[src/hw/rtl/assert_macros.svh]
// Assertion helpers used by the RTL controller.
`ifndef ASSERT_MACROS_SVH
`define ASSERT_MACROS_SVH

// Check a property on a given clock, masked while reset is asserted.
`define AISC_ASSERT(lbl, clk, rst_n, prop, msg) \
  lbl: assert property (@(posedge clk) disable iff (!rst_n) prop) else $error(msg);

// Same check on the usual clk_i / rst_ni pair.
`define AISC_ASSERT_CLK(lbl, prop, msg) \
  `AISC_ASSERT(lbl, clk_i, rst_ni, prop, msg)

`endif

[src/hw/rtl/aisc_pkg.sv]
package aisc_pkg;

  // Input item codes
  localparam logic [1:0] ACT_EXEC    = 2'd0;
  localparam logic [1:0] ACT_RESP    = 2'd1;
  localparam logic [1:0] ACT_RESTART = 2'd2;

  // Result kinds
  localparam logic [1:0] KIND_DONE  = 2'd0;
  localparam logic [1:0] KIND_READ  = 2'd1;
  localparam logic [1:0] KIND_WRITE = 2'd2;

  // Completion status
  localparam logic [1:0] STS_OK     = 2'd0;
  localparam logic [1:0] STS_HALT   = 2'd1;
  localparam logic [1:0] STS_UNIMPL = 2'd2;
  localparam logic [1:0] STS_FAULT  = 2'd3;

  // Memory access phase
  localparam logic [1:0] PH_IDLE   = 2'd0;
  localparam logic [1:0] PH_FIRST  = 2'd1;
  localparam logic [1:0] PH_SECOND = 2'd2;

  // Config register indexes
  localparam logic CFG_START_PC = 1'b0;
  localparam logic CFG_START_SP = 1'b1;

  // Decode constants
  localparam logic [31:0] NOP_WORD   = 32'hD503201F;
  localparam logic [5:0]  OP_MOVW    = 6'h25;
  localparam logic [5:0]  OP_ADDI    = 6'h22;
  localparam logic [4:0]  OP_ADR     = 5'h10;
  localparam logic [4:0]  OP_ADDR    = 5'h0B;
  localparam logic [4:0]  OP_LOGIC   = 5'h0A;
  localparam logic [7:0]  OP_BCOND   = 8'h54;
  localparam logic [5:0]  OP_CBZ     = 6'h1A;
  localparam logic [6:0]  OP_BR      = 7'h6B;
  localparam logic [7:0]  OP_EXC     = 8'hD4;
  localparam logic [3:0]  COND_ALWAYS = 4'hF;
  localparam logic [4:0]  REG_ZR     = 5'd31;
  localparam logic [4:0]  REG_LR     = 5'd30;

  typedef enum logic [2:0] {
    ST_IDLE, ST_RD, ST_SH, ST_EX, ST_WR, ST_OUT
  } state_e;

  // Controller to datapath
  typedef struct packed {
    logic       cap;
    logic       sh;
    logic       ex;
    logic       wr;
    logic [1:0] slot;
  } cmd_t;

  // Datapath to controller
  typedef struct packed {
    logic res;
  } sts_t;

  // One pending register write
  typedef struct packed {
    logic        en;
    logic        sp_ok;
    logic [4:0]  idx;
    logic [63:0] data;
  } wr_t;

  typedef struct packed {
    logic [63:0] r;
    logic [3:0]  nzcv;
  } add_t;

  function automatic logic [63:0] shift_op(logic [63:0] v, logic [1:0] ty,
                                           logic [5:0] amt, logic wide);
    logic [63:0] m;
    logic [63:0] x;
    logic [6:0]  a;
    logic [63:0] r;
    m = wide ? '1 : 64'h0000_0000_FFFF_FFFF;
    x = v & m;
    a = wide ? {1'b0, amt} : {2'b0, amt[4:0]};
    case (ty)
      2'd0: r = (x << a) & m;
      2'd1: r = x >> a;
      2'd2: begin
        if (wide) r = $signed(x) >>> a;
        else      r = {32'b0, 32'($signed(x[31:0]) >>> a[4:0])};
      end
      default: begin
        if (wide) r = (x >> a) | (x << (7'd64 - a));
        else      r = {32'b0, (x[31:0] >> a[4:0]) | (x[31:0] << (7'd32 - a))};
      end
    endcase
    return r;
  endfunction

  function automatic add_t add_carry(logic [63:0] a, logic [63:0] b, logic cin,
                                     logic wide);
    logic [64:0] s64;
    logic [32:0] s32;
    add_t o;
    logic n, c, v;
    if (wide) begin
      s64 = {1'b0, a} + {1'b0, b} + {64'b0, cin};
      o.r = s64[63:0];
      c = s64[64];
      v = ~(a[63] ^ b[63]) & (a[63] ^ o.r[63]);
      n = o.r[63];
    end else begin
      s32 = {1'b0, a[31:0]} + {1'b0, b[31:0]} + {32'b0, cin};
      o.r = {32'b0, s32[31:0]};
      c = s32[32];
      v = ~(a[31] ^ b[31]) & (a[31] ^ o.r[31]);
      n = o.r[31];
    end
    o.nzcv = {n, o.r == 64'd0, c, v};
    return o;
  endfunction

  function automatic logic cond_holds(logic [3:0] cond, logic [3:0] f);
    logic r;
    case (cond[3:1])
      3'd0: r = f[2];
      3'd1: r = f[1];
      3'd2: r = f[3];
      3'd3: r = f[0];
      3'd4: r = f[1] & ~f[2];
      3'd5: r = (f[3] == f[0]);
      3'd6: r = (f[3] == f[0]) & ~f[2];
      default: r = 1'b1;
    endcase
    if (cond[0] && cond != COND_ALWAYS) r = ~r;
    return r;
  endfunction

endpackage

[src/hw/rtl/aisc_ctrl.sv]
`include "assert_macros.svh"

module aisc_ctrl import aisc_pkg::*; (
  input  logic clk_i,
  input  logic rst_ni,
  input  logic in_valid_i,
  output logic in_ready_o,
  output logic out_valid_o,
  input  logic out_ready_i,
  input  sts_t sts_i,
  output cmd_t cmd_o
);

  state_e     state_q, state_d;
  logic [1:0] slot_q, slot_d;

  // Hold state and write slot counter
  always_ff @(posedge clk_i or negedge rst_ni) begin
    if (!rst_ni) begin
      state_q <= ST_IDLE;
      slot_q  <= 2'd0;
    end else begin
      state_q <= state_d;
      slot_q  <= slot_d;
    end
  end

  // Sequence capture, operand read, shift, execute, write-back, result
  always_comb begin
    state_d     = state_q;
    slot_d      = slot_q;
    cmd_o       = '0;
    in_ready_o  = 1'b0;
    out_valid_o = 1'b0;
    unique case (state_q)
      ST_IDLE: begin
        in_ready_o = 1'b1;
        if (in_valid_i) begin
          cmd_o.cap = 1'b1;
          state_d   = ST_RD;
        end
      end
      ST_RD: state_d = ST_SH;
      ST_SH: begin
        cmd_o.sh = 1'b1;
        state_d  = ST_EX;
      end
      ST_EX: begin
        cmd_o.ex = 1'b1;
        slot_d   = 2'd0;
        state_d  = ST_WR;
      end
      ST_WR: begin
        cmd_o.wr   = 1'b1;
        cmd_o.slot = slot_q;
        if (slot_q == 2'd2) state_d = sts_i.res ? ST_OUT : ST_IDLE;
        else slot_d = slot_q + 2'd1;
      end
      ST_OUT: begin
        out_valid_o = 1'b1;
        if (out_ready_i) state_d = ST_IDLE;
      end
      default: state_d = ST_IDLE;
    endcase
  end

  `AISC_ASSERT_CLK(a_no_overlap, out_valid_o |-> !in_ready_o, "input taken while result held")
  `AISC_ASSERT_CLK(a_ex_to_wr, (state_q == ST_EX) |=> (state_q == ST_WR), "execute not followed by write-back")
  `AISC_ASSERT_CLK(a_cap_to_rd, cmd_o.cap |=> (state_q == ST_RD), "capture not followed by read")

endmodule

[config.mk]
export PLATFORM = sky130hd
export DESIGN_NAME = aisc_ctrl
export DESIGN_NICKNAME = d
export VERILOG_FILES = /design/src/hw/rtl/aisc_pkg.sv /design/src/hw/rtl/aisc_ctrl.sv
export VERILOG_INCLUDE_DIRS = /design/src /design/src/hw/rtl
export SDC_FILE = /design/constraint.sdc
export NUM_CORES = 1
export LEC_CHECK = 0
export BUFFER_PORTS_ARGS = -buffer_cell sky130_fd_sc_hd__buf_2
export CAP_MARGIN = 5
export CORE_AREA = 3 3 40 42
export CTS_BUF_LIST = sky130_fd_sc_hd__clkbuf_4 sky130_fd_sc_hd__clkbuf_8
export CTS_CLUSTER_SIZE = 28
export DETAILED_ROUTE_END_ITERATION = 16
export DIE_AREA = 0 0 43 45
export GPL_TIMING_DRIVEN = 0
export PLACE_DENSITY_LB_ADDON = 0.08
export SKIP_CTS_REPAIR_TIMING = 1
export SYNTH_ARGS = -nofsm -noshare
export SYNTH_HDL_FRONTEND = slang
export SYNTH_SLANG_ARGS = --single-unit
[constraint.sdc]
create_clock -name clk_i -period 2.1 [get_ports clk_i]
set_input_delay 0.105 -clock clk_i [delete_from_list [all_inputs] [get_ports clk_i]]
set_output_delay 0.105 -clock clk_i [all_outputs]
set_load 0.05 [all_outputs]
==> run metrics <==
status=finished clean; routed len/inst=11.0 microns; Hold WS=0.193 ns; Metal-1 WL=332 microns; Max Freq=607 MHz; fraction of layout cells with a size suffix above 1=47.2%; WHS Endpoint=state_q[0]$_DFFE_PN0P_; Post-DP HPWL=589 microns; Clock Skew=0.00614 ns; Die Area=0.00194 sq mm; I/O pin cnt=13; Max FO, Critical Path=9; crit path DAT=1.54 ns; final WL=747 microns; H-tree depth=1; Max Cap Viol=0; worst vdd ir=0.000585 V; most common cell after layout, fill and taps aside=buf_2; vias in the first global route=322; fill count=133; Worst slew margin=79.9%; Iteration-0 DRC Markers=6; Mapped Cells=36; critical path's slowest cell=dfrtp_1; most frequent cells in the layout=13 x buf_2, 5 x dfrtp_1, 4 x inv_1, 4 x nor2_1, 4 x clkbuf_4; ANT nets after route=0; TritonCTS clock tree=yes; worst reg2reg path endpoint=slot_q[0]$_DFFE_PN0P_; first-pass GRT wire length=1.36 mm; final cycle utilization of the critical path=78.5%; Ys Warns=0; hold_sp=in_valid_i; vias per cell=4.56; row count=13; Reg area=125 sq um; Worst Path Required=2.00 ns; final hold violations=0; RSZ-0062 raised after global routing=false; worst path cell trace=buf_2, nor3b_4, and2_2, buf_2; # nets final=60; Die Width=43 microns; crit path launch type=flop; chip height=45 microns; Setup-failing EPs final=0; Post-synth EDFFs=0; Pins Over Slew Limit=0; crit path time final=1.65 ns; routability cong.=0.756; Met3 Wirelength=52 microns; Top Metal Used=met4; Tightest Pin Transition=0.301 ns; HP Class=input port to flop; core area=0.00128 sq mm; largest net degree at the start of global routing=10; Worst R2R Start=state_q[0]$_DFFE_PN0P_; post-route setup TNS=0 ns; Via Count=310; Reg2Reg Depth=4; Lkg Pwr=0.235 nW; CTS Buffer Depth=2; Pwr Density=1680 mW/mm^2; reg2reg setup slack=0.78 ns; mapped cell area=337 sq um; area grow syn2layout=36.8%; Initial Util=26.2%; WS Path Type=flop to output port; met2 WL=344 microns; CTS Root Cell=clkbuf_4; Reg clk slew, reported paths=0.04 ns; register area share after synthesis=37.2%; post-synthesis register bit count=5; n_diodes=0; multi-input logic area=191 sq um; distinct cell type count after synthesis=23; hold depth=3; Pre-Repair DR Iteration Count=2; DRC=0; number of buffers inserted by port buffering=12; worst skew pair latency=0.25 ns; Post-synth ARST share=100%; syn nets=42; initial antenna violation count=0; CTS Sinks=5; All-Layer GR Usage=9.87%; CP dominant cell by count=buf_2; grt total ovfl=0; syn_area_per_cell=9.35 sq um; Main synth FF type=dfrtp_1; CP endpoint kind=output port; CP max stage delay=0.35 ns; TritonCTS buffer count=3
[cells in the mapped netlist (2+ instances only)]
cell type / number / share of area (%)
nor2_1: 4 / 4.5
dfrtp_1: 5 / 37
and2_2: 2 / 4.5
inv_1: 4 / 4.5
o21ai_0: 3 / 4.5
[kinds of logic after synthesis]
kind of cell	synth area share [%]
adder cells (fa/ha/maj)	3.72
AND/OR/NAND/NOR	29.0
XOR/XNOR	2.60
buffers and inverters	7.43
AO/OA/AOI/OAI	20.1
flip-flops	37.2
[sequential cells by signal, summed over array words and instances, names as in the netlist]
name	cells
slot_q	2
state_q	3
[worst max-delay path by stage]
stage | start | end | slack, ns | cells after the start
final | state_q[0]$_DFFE_PN0P_ | cmd_o[0] | 0.45 | 4
after global routing | state_q[0]$_DFFE_PN0P_ | cmd_o[0] | 0.33 | 4
after CTS | state_q[0]$_DFFE_PN0P_ | cmd_o[0] | 0.43 | 4
after detailed placement | state_q[0]$_DFFE_PN0P_ | cmd_o[0] | 0.69 | 4
after global placement | state_q[1]$_DFFE_PN0P_ | cmd_o[0] | 0.73 | 4
after floorplan | state_q[0]$_DFFE_PN0P_ | cmd_o[5] | 0.25 | 3
[critical path: cells and delay by family (launching register included)]
kind	cells	cell delay, ns
simple gates	2	0.52
buf+inv	2	0.43
flops	1	0.35
[area by class of cell]
type / count / area share, %
plain buffers: 2 / 2.17
repair buffers: 13 / 15.2
clock buffers: 4 / 6.52
flip-flops and latches: 5 / 27.2
well taps: 15 / 4.08
multi-input cells: 25 / 41.6
inverters: 4 / 3.26
[power breakdown]
| group | internal [mW] | switching [mW] |
|---|---|---|
| registers | 0.137 | 0.0290 |
| logic | 0.162 | 0.322 |
| clock network | 0.0847 | 0.0402 |
| total | 0.384 | 0.391 |
[through the flow]
stage	util (%)	worst slack [ns]	std cells	cell area [sq um]	power, mW
6_report	35.8	0.452	68	460	0.775
4_1_cts	35.1	0.430	67	450	0.788
2_1_floorplan	-	0.250	36	342	0.559
5_1_grt	35.8	0.330	68	460	0.842
3_3_place_gp	32.7	0.731	63	420	0.647
3_5_place_dp	32.7	0.694	63	420	0.653
[per-layer routing]
layer  GRT usage [%]  vias up
met5               0        -
met4            7.23        0
li1                -      160
met2            15.0       12
met1            11.2      136
met3            3.98        2
Power figures use the tool's default switching activity.
